<file path="src/design/fpbd_pkg.sv">
package fpbd_pkg;

    localparam int PAGE_W  = 20;
    localparam int TOTAL_W = 21;
    localparam int SLOTS_W = 5;
    localparam int OSLOT_W = 4;

    // result codes
    typedef enum logic [1:0] {
        ST_HIT        = 2'd0,
        ST_MISS_FREE  = 2'd1,
        ST_MISS_EVICT = 2'd2,
        ST_INVALID    = 2'd3
    } fpbd_status_t;

    // register indexes of the config port
    localparam logic REG_SLOTS_IN_USE = 1'b0;
    localparam logic REG_PAGE_LIMIT   = 1'b1;

    typedef enum logic [1:0] {
        S_IDLE,
        S_WALK,
        S_PUSH
    } fpbd_state_t;

    // lookup token walking down the cell chain
    typedef struct packed {
        logic              valid;
        logic [PAGE_W-1:0] page;
        logic              hit;
        logic [PAGE_W-1:0] victim_tag;
    } fpbd_probe_t;

    // broadcast tag write
    typedef struct packed {
        logic              en;
        logic [PAGE_W-1:0] page;
    } fpbd_write_t;

endpackage

</file>
<file path="src/design/fpbd_cell.sv">
module fpbd_cell #(
    parameter int MAX_SLOTS = 16,
    parameter int INDEX     = 0
) (
    input  logic                          aclk,
    input  logic                          aresetn,
    input  fpbd_pkg::fpbd_probe_t         probe_in,
    input  logic [$clog2(MAX_SLOTS)-1:0]  hit_slot_in,
    input  logic [$clog2(MAX_SLOTS)-1:0]  victim_slot,
    input  fpbd_pkg::fpbd_write_t         wr,
    input  logic [$clog2(MAX_SLOTS)-1:0]  wr_slot,
    output fpbd_pkg::fpbd_probe_t         probe_out,
    output logic [$clog2(MAX_SLOTS)-1:0]  hit_slot_out
);
    import fpbd_pkg::*;

    localparam int SW = $clog2(MAX_SLOTS);
    localparam logic [SW-1:0] MY_IDX = SW'(INDEX);

    logic [PAGE_W-1:0] tag_reg;
    logic              valid_reg;
    fpbd_probe_t       probe_reg;
    fpbd_probe_t       probe_next;
    logic [SW-1:0]     hit_slot_reg;
    logic [SW-1:0]     hit_slot_next;
    logic              match;

    // first match wins: a hit from a lower cell passes through untouched
    always_comb begin
        match                 = valid_reg && (tag_reg == probe_in.page);
        probe_next            = probe_in;
        probe_next.hit        = probe_in.hit | match;
        hit_slot_next         = probe_in.hit ? hit_slot_in : MY_IDX;
        if (victim_slot == MY_IDX) begin
            probe_next.victim_tag = tag_reg;
        end
    end

    always_ff @(posedge aclk) begin
        if (!aresetn) begin
            valid_reg       <= 1'b0;
            probe_reg.valid <= 1'b0;
        end else begin
            probe_reg.valid <= probe_next.valid;
            if (wr.en && (wr_slot == MY_IDX)) begin
                valid_reg <= 1'b1;
            end
        end
        probe_reg.page       <= probe_next.page;
        probe_reg.hit        <= probe_next.hit;
        probe_reg.victim_tag <= probe_next.victim_tag;
        hit_slot_reg         <= hit_slot_next;
        if (wr.en && (wr_slot == MY_IDX)) begin
            tag_reg <= wr.page;
        end
    end

    assign probe_out    = probe_reg;
    assign hit_slot_out = hit_slot_reg;

endmodule

</file>
<file path="src/design/fifo_page_buffer_directory_core.sv">
// page buffer pool directory with first-in first-out replacement
//
// s_ channel: one page number per transaction; m_ channel: status, slot and
// evicted page for each request, exactly one result per request, in order.
// cfg channel: cfg_index 0 sets slots_in_use, 1 sets the page limit; always
// ready; the user must write it only while the block is idle, not checked.
//
// each request walks a chain of MAX_SLOTS cells, one cell per cycle; each
// cell holds one slot tag, checks for a hit and picks up the victim tag.
// an accepted valid page passes the cell registers, the pending result
// registers and the output register before it shows on m_; an invalid page
// skips the walk and goes to the pending result registers directly. the next
// request is taken only once the block is back in its idle state.
//
// reset clears all slot valid bits, the fill count and the round-robin
// pointer at once; slots_in_use returns to 16 and the page limit to 0.
// a stalled m_ side holds its result in the output register; the next result
// waits in the pending registers with the block parked in its push state,
// and no new request is taken until the output register frees up.
module fifo_page_buffer_directory_core #(
    parameter int MAX_SLOTS = 16
) (
    input  logic                           aclk,
    input  logic                           aresetn,
    // request channel
    input  logic                           s_valid,
    output logic                           s_ready,
    input  logic [fpbd_pkg::PAGE_W-1:0]    s_page_number,
    // result channel
    output logic                           m_valid,
    input  logic                           m_ready,
    output logic [1:0]                     m_status,
    output logic [fpbd_pkg::OSLOT_W-1:0]   m_slot,
    output logic [fpbd_pkg::PAGE_W-1:0]    m_evicted_page,
    // config write channel
    input  logic                           cfg_valid,
    output logic                           cfg_ready,
    input  logic                           cfg_index,
    input  logic [fpbd_pkg::TOTAL_W-1:0]   cfg_data
);
    import fpbd_pkg::*;

    localparam int SW   = $clog2(MAX_SLOTS);
    localparam int CW   = $clog2(MAX_SLOTS + 1);
    localparam int CAPW = (CW > SLOTS_W) ? CW : SLOTS_W;
    localparam int XW   = (SW > OSLOT_W) ? SW : OSLOT_W;

    // control and config state
    fpbd_state_t           state_reg, state_next;
    logic [SLOTS_W-1:0]    slots_reg;
    logic [TOTAL_W-1:0]    total_reg;
    logic [CW-1:0]         fill_reg, fill_next;
    logic [SW-1:0]         oldest_reg, oldest_next;

    // pending result, waiting for the output register
    fpbd_status_t          res_status_reg, res_status_next;
    logic [OSLOT_W-1:0]    res_slot_reg, res_slot_next;
    logic [PAGE_W-1:0]     res_evict_reg, res_evict_next;

    // output register
    logic                  m_valid_reg, m_valid_next;
    fpbd_status_t          m_status_reg;
    logic [OSLOT_W-1:0]    m_slot_reg;
    logic [PAGE_W-1:0]     m_evict_reg;

    // cell chain wiring
    fpbd_probe_t           probe_w [0:MAX_SLOTS];
    logic [SW-1:0]         hit_slot_w [0:MAX_SLOTS];
    fpbd_write_t           wr;
    logic [SW-1:0]         wr_slot;

    logic                  s_accept;
    logic                  page_invalid;
    logic [CAPW-1:0]       slots_ext;
    logic [CAPW-1:0]       cap;
    logic                  miss_free;
    logic [SW-1:0]         victim;
    logic [CW-1:0]         victim_inc;
    logic [XW-1:0]         slot_ext;
    logic                  out_load;
    fpbd_probe_t           probe_last;

    assign cfg_ready = 1'b1;
    assign s_ready   = (state_reg == S_IDLE);
    assign s_accept  = s_valid && s_ready;

    // page at or above the page limit is rejected
    assign page_invalid = ({1'b0, s_page_number} >= total_reg);

    // effective capacity: zero acts as one, clamp to the chain length
    assign slots_ext = CAPW'(slots_reg);
    always_comb begin
        if (slots_reg == '0) begin
            cap = CAPW'(1);
        end else if (slots_ext > CAPW'(MAX_SLOTS)) begin
            cap = CAPW'(MAX_SLOTS);
        end else begin
            cap = slots_ext;
        end
    end

    assign miss_free  = (CAPW'(fill_reg) < cap);
    // pointer beyond the filled slots falls back to slot zero
    assign victim     = (CW'(oldest_reg) >= fill_reg) ? '0 : oldest_reg;
    assign victim_inc = CW'(victim) + CW'(1);

    // token launched into the first cell on a valid request
    always_comb begin
        probe_w[0].valid      = s_accept && !page_invalid;
        probe_w[0].page       = s_page_number;
        probe_w[0].hit        = 1'b0;
        probe_w[0].victim_tag = '0;
        hit_slot_w[0]         = '0;
    end

    genvar gi;
    generate
        for (gi = 0; gi < MAX_SLOTS; gi++) begin : g_cell
            fpbd_cell #(
                .MAX_SLOTS (MAX_SLOTS),
                .INDEX     (gi)
            ) u_cell (
                .aclk         (aclk),
                .aresetn      (aresetn),
                .probe_in     (probe_w[gi]),
                .hit_slot_in  (hit_slot_w[gi]),
                .victim_slot  (victim),
                .wr           (wr),
                .wr_slot      (wr_slot),
                .probe_out    (probe_w[gi+1]),
                .hit_slot_out (hit_slot_w[gi+1])
            );
        end
    endgenerate

    assign probe_last = probe_w[MAX_SLOTS];

    // output register is free when empty or being drained
    assign out_load = (state_reg == S_PUSH) && (!m_valid_reg || m_ready);

    // sequencer: next state, directory update and pending result
    always_comb begin
        state_next      = state_reg;
        fill_next       = fill_reg;
        oldest_next     = oldest_reg;
        res_status_next = res_status_reg;
        res_slot_next   = res_slot_reg;
        res_evict_next  = res_evict_reg;
        wr.en           = 1'b0;
        wr.page         = probe_last.page;
        wr_slot         = victim;
        slot_ext        = '0;
        case (state_reg)
            S_IDLE: begin
                if (s_accept) begin
                    if (page_invalid) begin
                        res_status_next = ST_INVALID;
                        res_slot_next   = '0;
                        res_evict_next  = '0;
                        state_next      = S_PUSH;
                    end else begin
                        state_next = S_WALK;
                    end
                end
            end
            S_WALK: begin
                if (probe_last.valid) begin
                    if (probe_last.hit) begin
                        res_status_next = ST_HIT;
                        slot_ext        = XW'(hit_slot_w[MAX_SLOTS]);
                        res_evict_next  = '0;
                    end else if (miss_free) begin
                        // fill the next free slot
                        res_status_next = ST_MISS_FREE;
                        wr.en           = 1'b1;
                        wr_slot         = fill_reg[SW-1:0];
                        slot_ext        = XW'(fill_reg[SW-1:0]);
                        res_evict_next  = '0;
                        fill_next       = fill_reg + CW'(1);
                    end else begin
                        // replace the oldest slot, step round robin
                        res_status_next = ST_MISS_EVICT;
                        wr.en           = 1'b1;
                        wr_slot         = victim;
                        slot_ext        = XW'(victim);
                        res_evict_next  = probe_last.victim_tag;
                        oldest_next     = (victim_inc >= fill_reg) ? '0 : victim_inc[SW-1:0];
                    end
                    res_slot_next = slot_ext[OSLOT_W-1:0];
                    state_next    = S_PUSH;
                end
            end
            S_PUSH: begin
                if (out_load) begin
                    state_next = S_IDLE;
                end
            end
            default: begin
                state_next = S_IDLE;
            end
        endcase
    end

    always_comb begin
        if (out_load) begin
            m_valid_next = 1'b1;
        end else if (m_ready) begin
            m_valid_next = 1'b0;
        end else begin
            m_valid_next = m_valid_reg;
        end
    end

    always_ff @(posedge aclk) begin
        if (!aresetn) begin
            state_reg   <= S_IDLE;
            fill_reg    <= '0;
            oldest_reg  <= '0;
            m_valid_reg <= 1'b0;
            slots_reg   <= SLOTS_W'(16);
            total_reg   <= '0;
        end else begin
            state_reg   <= state_next;
            fill_reg    <= fill_next;
            oldest_reg  <= oldest_next;
            m_valid_reg <= m_valid_next;
            if (cfg_valid && cfg_ready) begin
                case (cfg_index)
                    REG_SLOTS_IN_USE: slots_reg <= cfg_data[SLOTS_W-1:0];
                    REG_PAGE_LIMIT:   total_reg <= cfg_data;
                    default:          total_reg <= total_reg;
                endcase
            end
        end
    end

    // payload registers
    always_ff @(posedge aclk) begin
        res_status_reg <= res_status_next;
        res_slot_reg   <= res_slot_next;
        res_evict_reg  <= res_evict_next;
        if (out_load) begin
            m_status_reg <= res_status_reg;
            m_slot_reg   <= res_slot_reg;
            m_evict_reg  <= res_evict_reg;
        end
    end

    assign m_valid        = m_valid_reg;
    assign m_status       = m_status_reg;
    assign m_slot         = m_slot_reg;
    assign m_evicted_page = m_evict_reg;

endmodule

</file>
<file path="config.mk">
export PLATFORM = sky130hd
export DESIGN_NAME = fifo_page_buffer_directory_core
export DESIGN_NICKNAME = d
export VERILOG_FILES = /design/src/design/fpbd_pkg.sv /design/src/design/fpbd_cell.sv /design/src/design/fifo_page_buffer_directory_core.sv
export SDC_FILE = /design/constraint.sdc
export NUM_CORES = 1
export LEC_CHECK = 0
export CAP_MARGIN = 20
export CORE_MARGIN = 1
export CORE_UTILIZATION = 65
export DETAILED_ROUTE_END_ITERATION = 12
export DONT_BUFFER_PORTS = 1
export PLACE_DENSITY = 0.84
export REMOVE_ABC_BUFFERS = 1
export SETUP_SLACK_MARGIN = 0.4
export SLEW_MARGIN = 20
export SYNTH_ARGS = -nofsm -noshare
export SYNTH_HDL_FRONTEND = slang
export SYNTH_SLANG_ARGS = --single-unit
</file>
<file path="constraint.sdc">
create_clock -name aclk -period 6.7 [get_ports aclk]
set_clock_uncertainty 0.05 [all_clocks]
set_input_delay 1.34 -clock aclk [delete_from_list [all_inputs] [get_ports aclk]]
set_output_delay 1.34 -clock aclk [all_outputs]
set_load 0.1 [all_outputs]
</file>
==> metrics.txt, run 1 <==
Die H about 240 um; final period utilization 0.568; syn avg cell area between 15 and 20 um2; Pwr Density 333 nW/um2; Worst Path Arrival 4300 ps; core box area about 57000 um2; RSZ-0062 raised after global routing false; first-pass GRT wire length approximately 120000 um; post-CTS setup buffer count 0; Critical R2R Launch fill_reg[1]$_SDFFE_PN0P_; Area growth, synth to finish 12.3%; drt drc 0; Critical path origin fill_reg[1]$_SDFFE_PN0P_; async set or reset register ratio after synthesis 0; detailed placement HPWL between 50000 and 60000 um; gate count after technology mapping ~2400; startpoint type of the worst setup path register; Worst VDD drop approximately 0.26 mV; Initial Util 0.660; TritonCTS clock tree built; worst path required time about 7200 ps; share of layout cells above drive strength 1 0.205; Final Hold Vio Count 0; fmax roughly 260 MHz; Finish-stage setup viols 0; die span in x around 240 um; cell area after synthesis 37400 um2; LEAKAGE about 16 nW; Yosys Warn Count 0; Tot GR Track Use 0.284; number of flip-flops in the largest register 672; DIE AREA 58500 um2; clock root cell clkbuf_16; crit-path max FO 20; CTS Hold Buffers Added 0; worst setup path category register to register; routed len/inst approximately 25 um; clock transition at the registers of the reported paths roughly 60 ps; initial antenna violation count 2; synthesized flop and latch total approximately 1100; Top FF cell, synth dfxtp_1; global placement routability congestion around 0.88; clock buffer depth 3; CTS Buf Count roughly 100; total negative slack 0 ps; sequential area share after synthesis 0.714; final WL ~83000 um; Max-Cap Viols 0; post-CTS sizing 0; ANT nets after route 0; Slew Viols, Final 0; clk sink count around 1100; H-tree levels 3; Synth cell types between 60 and 70; Rows 87; total congestion overflow 0; Hold Crit Start g_cell[5].u_cell.probe_out[38]$_DFF_P_; port bufs 0; HP Class register to register; Vias/cell between 5 and 6; # nets final 2569; relative slew slack 0.235; largest net degree at the start of global routing 70; worst-margin pin slew around 1100 ps; Final min period roughly 3800 ps; # IOs between 70 and 80; Clock Latency Late Sink 680 ps; status completed; DR vias ~19000; n_diodes 0; post-layout util 0.741; DRT iter0 DRCs 1203; vias in the first global route 20100; Initial DRT Pass Iterations 5; Post-synth EDFFs approximately 370; Worst setup EP type register
final cells by class:
cell class / instances / area (um2)
multi-input combinational: 1173 / 10300
tap: 756 / 946
fill: 3137 / 14700
clock buffer: 145 / 2950
inverter: 40 / 150
sequential: 1147 / 26700
clock inverter: 53 / 726
timing repair buffer: 21 / 165
path summary, 6_finish.rpt:
| check | end | slack [ps] | cells after the start |
|---|---|---|---|
| worst min-delay path | g_cell[6].u_cell.probe_out[38]$_DFF_P_ | 310 | 0 |
| worst max-delay path | g_cell[9].u_cell.probe_out[3]$_DFF_P_ | 2900 | 10 |
| worst max register to register | g_cell[9].u_cell.probe_out[3]$_DFF_P_ | 2900 | 10 |
| worst min register to register | g_cell[6].u_cell.probe_out[38]$_DFF_P_ | 310 | 0 |
stage by stage:
step / instance area, um2 / worst slack [ps] / cells / hold WS [ps] / power, mW
floorplan: 37000 / 1840 / 2360 / 299 / 7.76
global placement: 38200 / 2930 / 3135 / 304 / 7.88
detailed placement: 38200 / 2860 / 3136 / 304 / 7.90
CTS: 41900 / 2830 / 3334 / 312 / 14.0
global route: 42000 / 2700 / 3335 / 317 / 14.3
finish: 42000 / 2900 / 3335 / 310 / 14.0
kinds of logic after synthesis:
| group | after synthesis | synth area share |
|---|---|---|
| buf+inv | 97 | 0.0137 |
| simple gates | 373 | 0.0554 |
| fa+ha+maj | 35 | 0.0117 |
| mux | 308 | 0.103 |
| other cells | 1 | 0.000100 |
| flops | 1147 | 0.714 |
| xor+xnor | 326 | 0.0764 |
| compound gates | 130 | 0.0260 |
routing by layer:
layer	vias to the layer above	global-route usage	share of wire
met5	-	0	0.000085
met4	2	0.112	0.037
met3	186	0.0459	0.040
met2	514	0.520	0.53
met1	9482	0.333	0.39
li1	8600	-	-
critical path, cell delays in order (launching register included):
cell     delay [ps]
dfxtp_1         610
inv_1           200
ha_1            240
a21oi_1         230
o21ai_4         170
a21oi_4         270
nand2_1         140
inv_2           120
ha_1            290
nand3_1         770
mux2_2          590
cell usage in the layout (no fill, tap or decap), types with 19 or more instances in the layout:
cell type / synthesis / routed
nor2_1: 27 / 26
nand4_1: 50 / 50
edfxtp_1: 372 / 372
a21boi_0: 24 / 23
and2_1: 57 / 57
dfxtp_1: 775 / 775
buf_4: 4 / 19
inv_1: 39 / 39
mux2_4: 100 / 100
nand2_1: 66 / 66
clkbuf_1: 22 / 25
nand3_1: 38 / 38
xor2_1: 129 / 129
xnor2_1: 197 / 197
ha_1: 35 / 35
nor4_1: 43 / 42
nand2b_1: 35 / 35
nor2b_1: 28 / 27
clkbuf_16: 0 / 107
mux2_2: 200 / 200
Yosys cell counts (4+ instances only):
cell / instances / area [um2]
dfxtp_1: 775 / 15500
edfxtp_1: 372 / 11200
mux2_2: 200 / 2250
xnor2_1: 197 / 1730
xor2_1: 129 / 1130
mux2_4: 100 / 1500
nand2_1: 66 / 248
and2_1: 57 / 357
nand4_1: 50 / 313
nor4_1: 43 / 269
inv_1: 39 / 146
nand3_1: 38 / 190
ha_1: 35 / 438
nand2b_1: 35 / 219
a21oi_1: 28 / 140
nor2b_1: 28 / 175
nor2_1: 27 / 101
a21boi_0: 24 / 180
clkbuf_1: 22 / 82.6
o21ai_0: 18 / 90.1
o21a_1: 17 / 128
buf_2: 16 / 80.1
buf_6: 12 / 135
a41o_1: 11 / 110
mux2i_1: 8 / 80.1
nor3_1: 8 / 40.0
nand2_2: 5 / 31.3
buf_4: 4 / 30.0
o22ai_1: 4 / 25.0
power by group:
part / switching [mW] / leakage (nW) / internal [mW]
clock: 2.59 / 1.79 / 3.62
sequential: 0.209 / 9.85 / 7.32
combinational: 0.141 / 4.07 / 0.0903
Power figures use the tool's default switching activity.
==> run 2, diff against run 1 <==
- CORE_UTILIZATION: 65 -> 62
- PLACE_DENSITY: 0.84 -> 0.81
- clock period: 6.7 -> 3.8 ns (I/O delays scaled with it)
==> run 2 against run 1 <==
Compared with the run above: combinational power rose by 68%; fmax rose by 19%; first-iteration DRC count fell by 5.2%; wire length fell by 2.8%; setup slack got worse by 2300 ps; count of clock-buffer cells in the layout rose by 7; flip-flop and latch count did not move; power rose by 69%; sequential share of layout area rose by 0.45 points; sequential power rose by 77%; cell count rose by 1.0%; utilization fell by 3.8 points; critical endpoint is now g_cell[14].u_cell.probe_out[15]$_DFF_P_.
==> metrics.txt, run 2 (synthesized netlist as in run 1, its figures left out) <==
CP peak stage delay 490 ps (was 770 ps); port bufs 0 (unchanged); share of layout cells above drive strength 1 0.210 (was 0.205); Worst setup EP type register (unchanged); Total Power 23.6 mW (was 14.0 mW); CTS Hold Buffers Added 0 (unchanged); clock transition at the registers of the reported paths 60 ps (about the same); fmax 312 MHz (was 263 MHz); CP max-delay cell nand2_2 (was nand3_1); ANT nets after route 0 (unchanged); final period utilization 0.843 (was 0.568); Vias/cell 5.51 (was 5.63); core box area 59200 um2 (was 56600 um2); most frequent cells in the layout 769 x dfxtp_1, 372 x edfxtp_1, 200 x mux2_2 (was 775 x dfxtp_1, 372 x edfxtp_1, 200 x mux2_2); crit-path max FO 20 (unchanged); detailed placement HPWL 54300 um (was 54400 um); Pwr Density 567 nW/um2 (was 333 nW/um2); number of flip-flops in the largest register 672 (unchanged); DRT iter0 DRCs 1141 (was 1203); final WL 80400 um (was 82700 um); Worst VDD drop 0.483 mV (was 0.262 mV); DP Worst Slack 519 ps (was 2860 ps); Final min period 3200 ps (was 3800 ps); routed len/inst 23.9 um (was 24.8 um); die span in x 248 um (was 242 um); Area growth, synth to finish 11.5% (was 12.3%); largest net degree at the start of global routing 70 (unchanged); drt drc 0 (unchanged); CP top delay family compound AO/OA/AOI/OAI gates (was simple AND/OR/NAND/NOR gates); HP Class input port to register (was register to register); Initial Util 0.631 (was 0.660); clk sink count 1147 (unchanged); worst-margin pin slew 1160 ps (was 1150 ps); startpoint type of the worst setup path register (unchanged); Tot GR Track Use 0.269 (was 0.284); worst path cell trace inv_1 -> ha_1 -> a21oi_1 -> o21ai_4 -> a211o_2 -> inv_1 -> ha_1 -> nand2_2 -> mux2_4 (was inv_1 -> ha_1 -> a21oi_1 -> o21ai_4 -> a21oi_4 -> nand2_1 -> inv_2 -> ha_1 -> nand3_1 -> mux2_2); Finish-stage setup viols 0 (unchanged); CTS Buf Count 103 (was 104); Clock Latency Late Sink 660 ps (was 680 ps); worst setup path category register to register (unchanged); TritonCTS clock tree built (unchanged); relative slew slack 0.225 (was 0.235); post-CTS sizing 0 (unchanged); Crit path buffers/inverters 2 (unchanged); total congestion overflow 0 (unchanged); most common cell after layout, fill and taps aside dfxtp_1 (unchanged); LEAKAGE 15.6 nW (was 15.7 nW); status completed (unchanged); Initial DRT Pass Iterations 5 (unchanged); worst path required time 4290 ps (was 7190 ps); fin area 41700 um2 (was 42000 um2); Hold WS 71.2 ps (was 310 ps); vias in the first global route 19800 (was 20100); H-tree levels 3 (unchanged); post-CTS setup buffer count 0 (unchanged); RSZ-0062 raised after global routing false (unchanged); # nets final 2587 (was 2569); clock root cell clkbuf_16 (unchanged); Rows 89 (was 87); Max-Cap Viols 0 (unchanged); clock buffer depth 3 (unchanged); final worst slack 597 ps (was 2900 ps); global placement routability congestion 0.866 (was 0.879); first-pass GRT wire length 121000 um (was 124000 um); placed inst area 38400 um2 (was 38200 um2); Die H 248 um (was 242 um); Final Hold Vio Count 0 (unchanged); Worst Path Arrival 3700 ps (was 4300 ps); initial antenna violation count 4 (was 2); DIE AREA 61300 um2 (was 58500 um2); post-layout util 0.703 (was 0.741); # IOs 76 (unchanged); Slew Viols, Final 0 (unchanged); DR vias 18600 (was 18800)
run 2: cell types whose count changed in the layout (fill, tap and decap cells not counted), moves of 7 or more:
cell | previous run | this run
clkbuf_1 | 25 | 34
bufinv_16 | 13 | 2
buf_4 | 19 | 40
a21oi_4 | 8 | 1
a21oi_2 | 5 | 12
run 2: final cells by class:
cell class,instances,area (um2)
sequential,1147,26700
fill,3650,17600
multi-input combinational,1173,10300
clock buffer,152,2930
tap,773,967
clock inverter,44,350
timing repair buffer,40,300
inverter,40,150
antenna,1,2.50
run 2: worst paths after layout:
kind,slack (ps),startpoint,cells after the start,end
hold / removal,70,s_page_number[9],0,g_cell[0].u_cell.probe_out[30]$_DFF_P_
setup / recovery,600,fill_reg[2]$_SDFFE_PN0P_,9,g_cell[14].u_cell.probe_out[15]$_DFF_P_
hold reg to reg,300,g_cell[11].u_cell.probe_out[29]$_DFF_P_,0,g_cell[12].u_cell.probe_out[29]$_DFF_P_
setup reg to reg,600,fill_reg[2]$_SDFFE_PN0P_,9,g_cell[14].u_cell.probe_out[15]$_DFF_P_
run 2: through the flow:
| stage | TNS, ps | cells |
|---|---|---|
| after detailed placement | 0 | 3173 |
| after global placement | 0 | 3173 |
| final | 0 | 3370 |
| after floorplan | -18080 | 2360 |
| after CTS | 0 | 3369 |
| after global routing | 0 | 3369 |
run 2: metal layers:
metal	vias to the layer above	global-route usage	part of all wire	wire, um
met5	-	0	0	0
met4	0	0.0936	0.031	2460
met1	9290	0.322	0.40	32100
met3	152	0.0385	0.044	3520
li1	8660	-	-	-
met2	477	0.491	0.53	42300
run 2: report_power, final:
group,internal [mW],leakage [nW],total (mW),switching [mW]
Sequential,12.9,9.86,13.3,0.385
Combinational,0.160,4.17,0.389,0.229
Clock,5.54,1.62,9.94,4.40
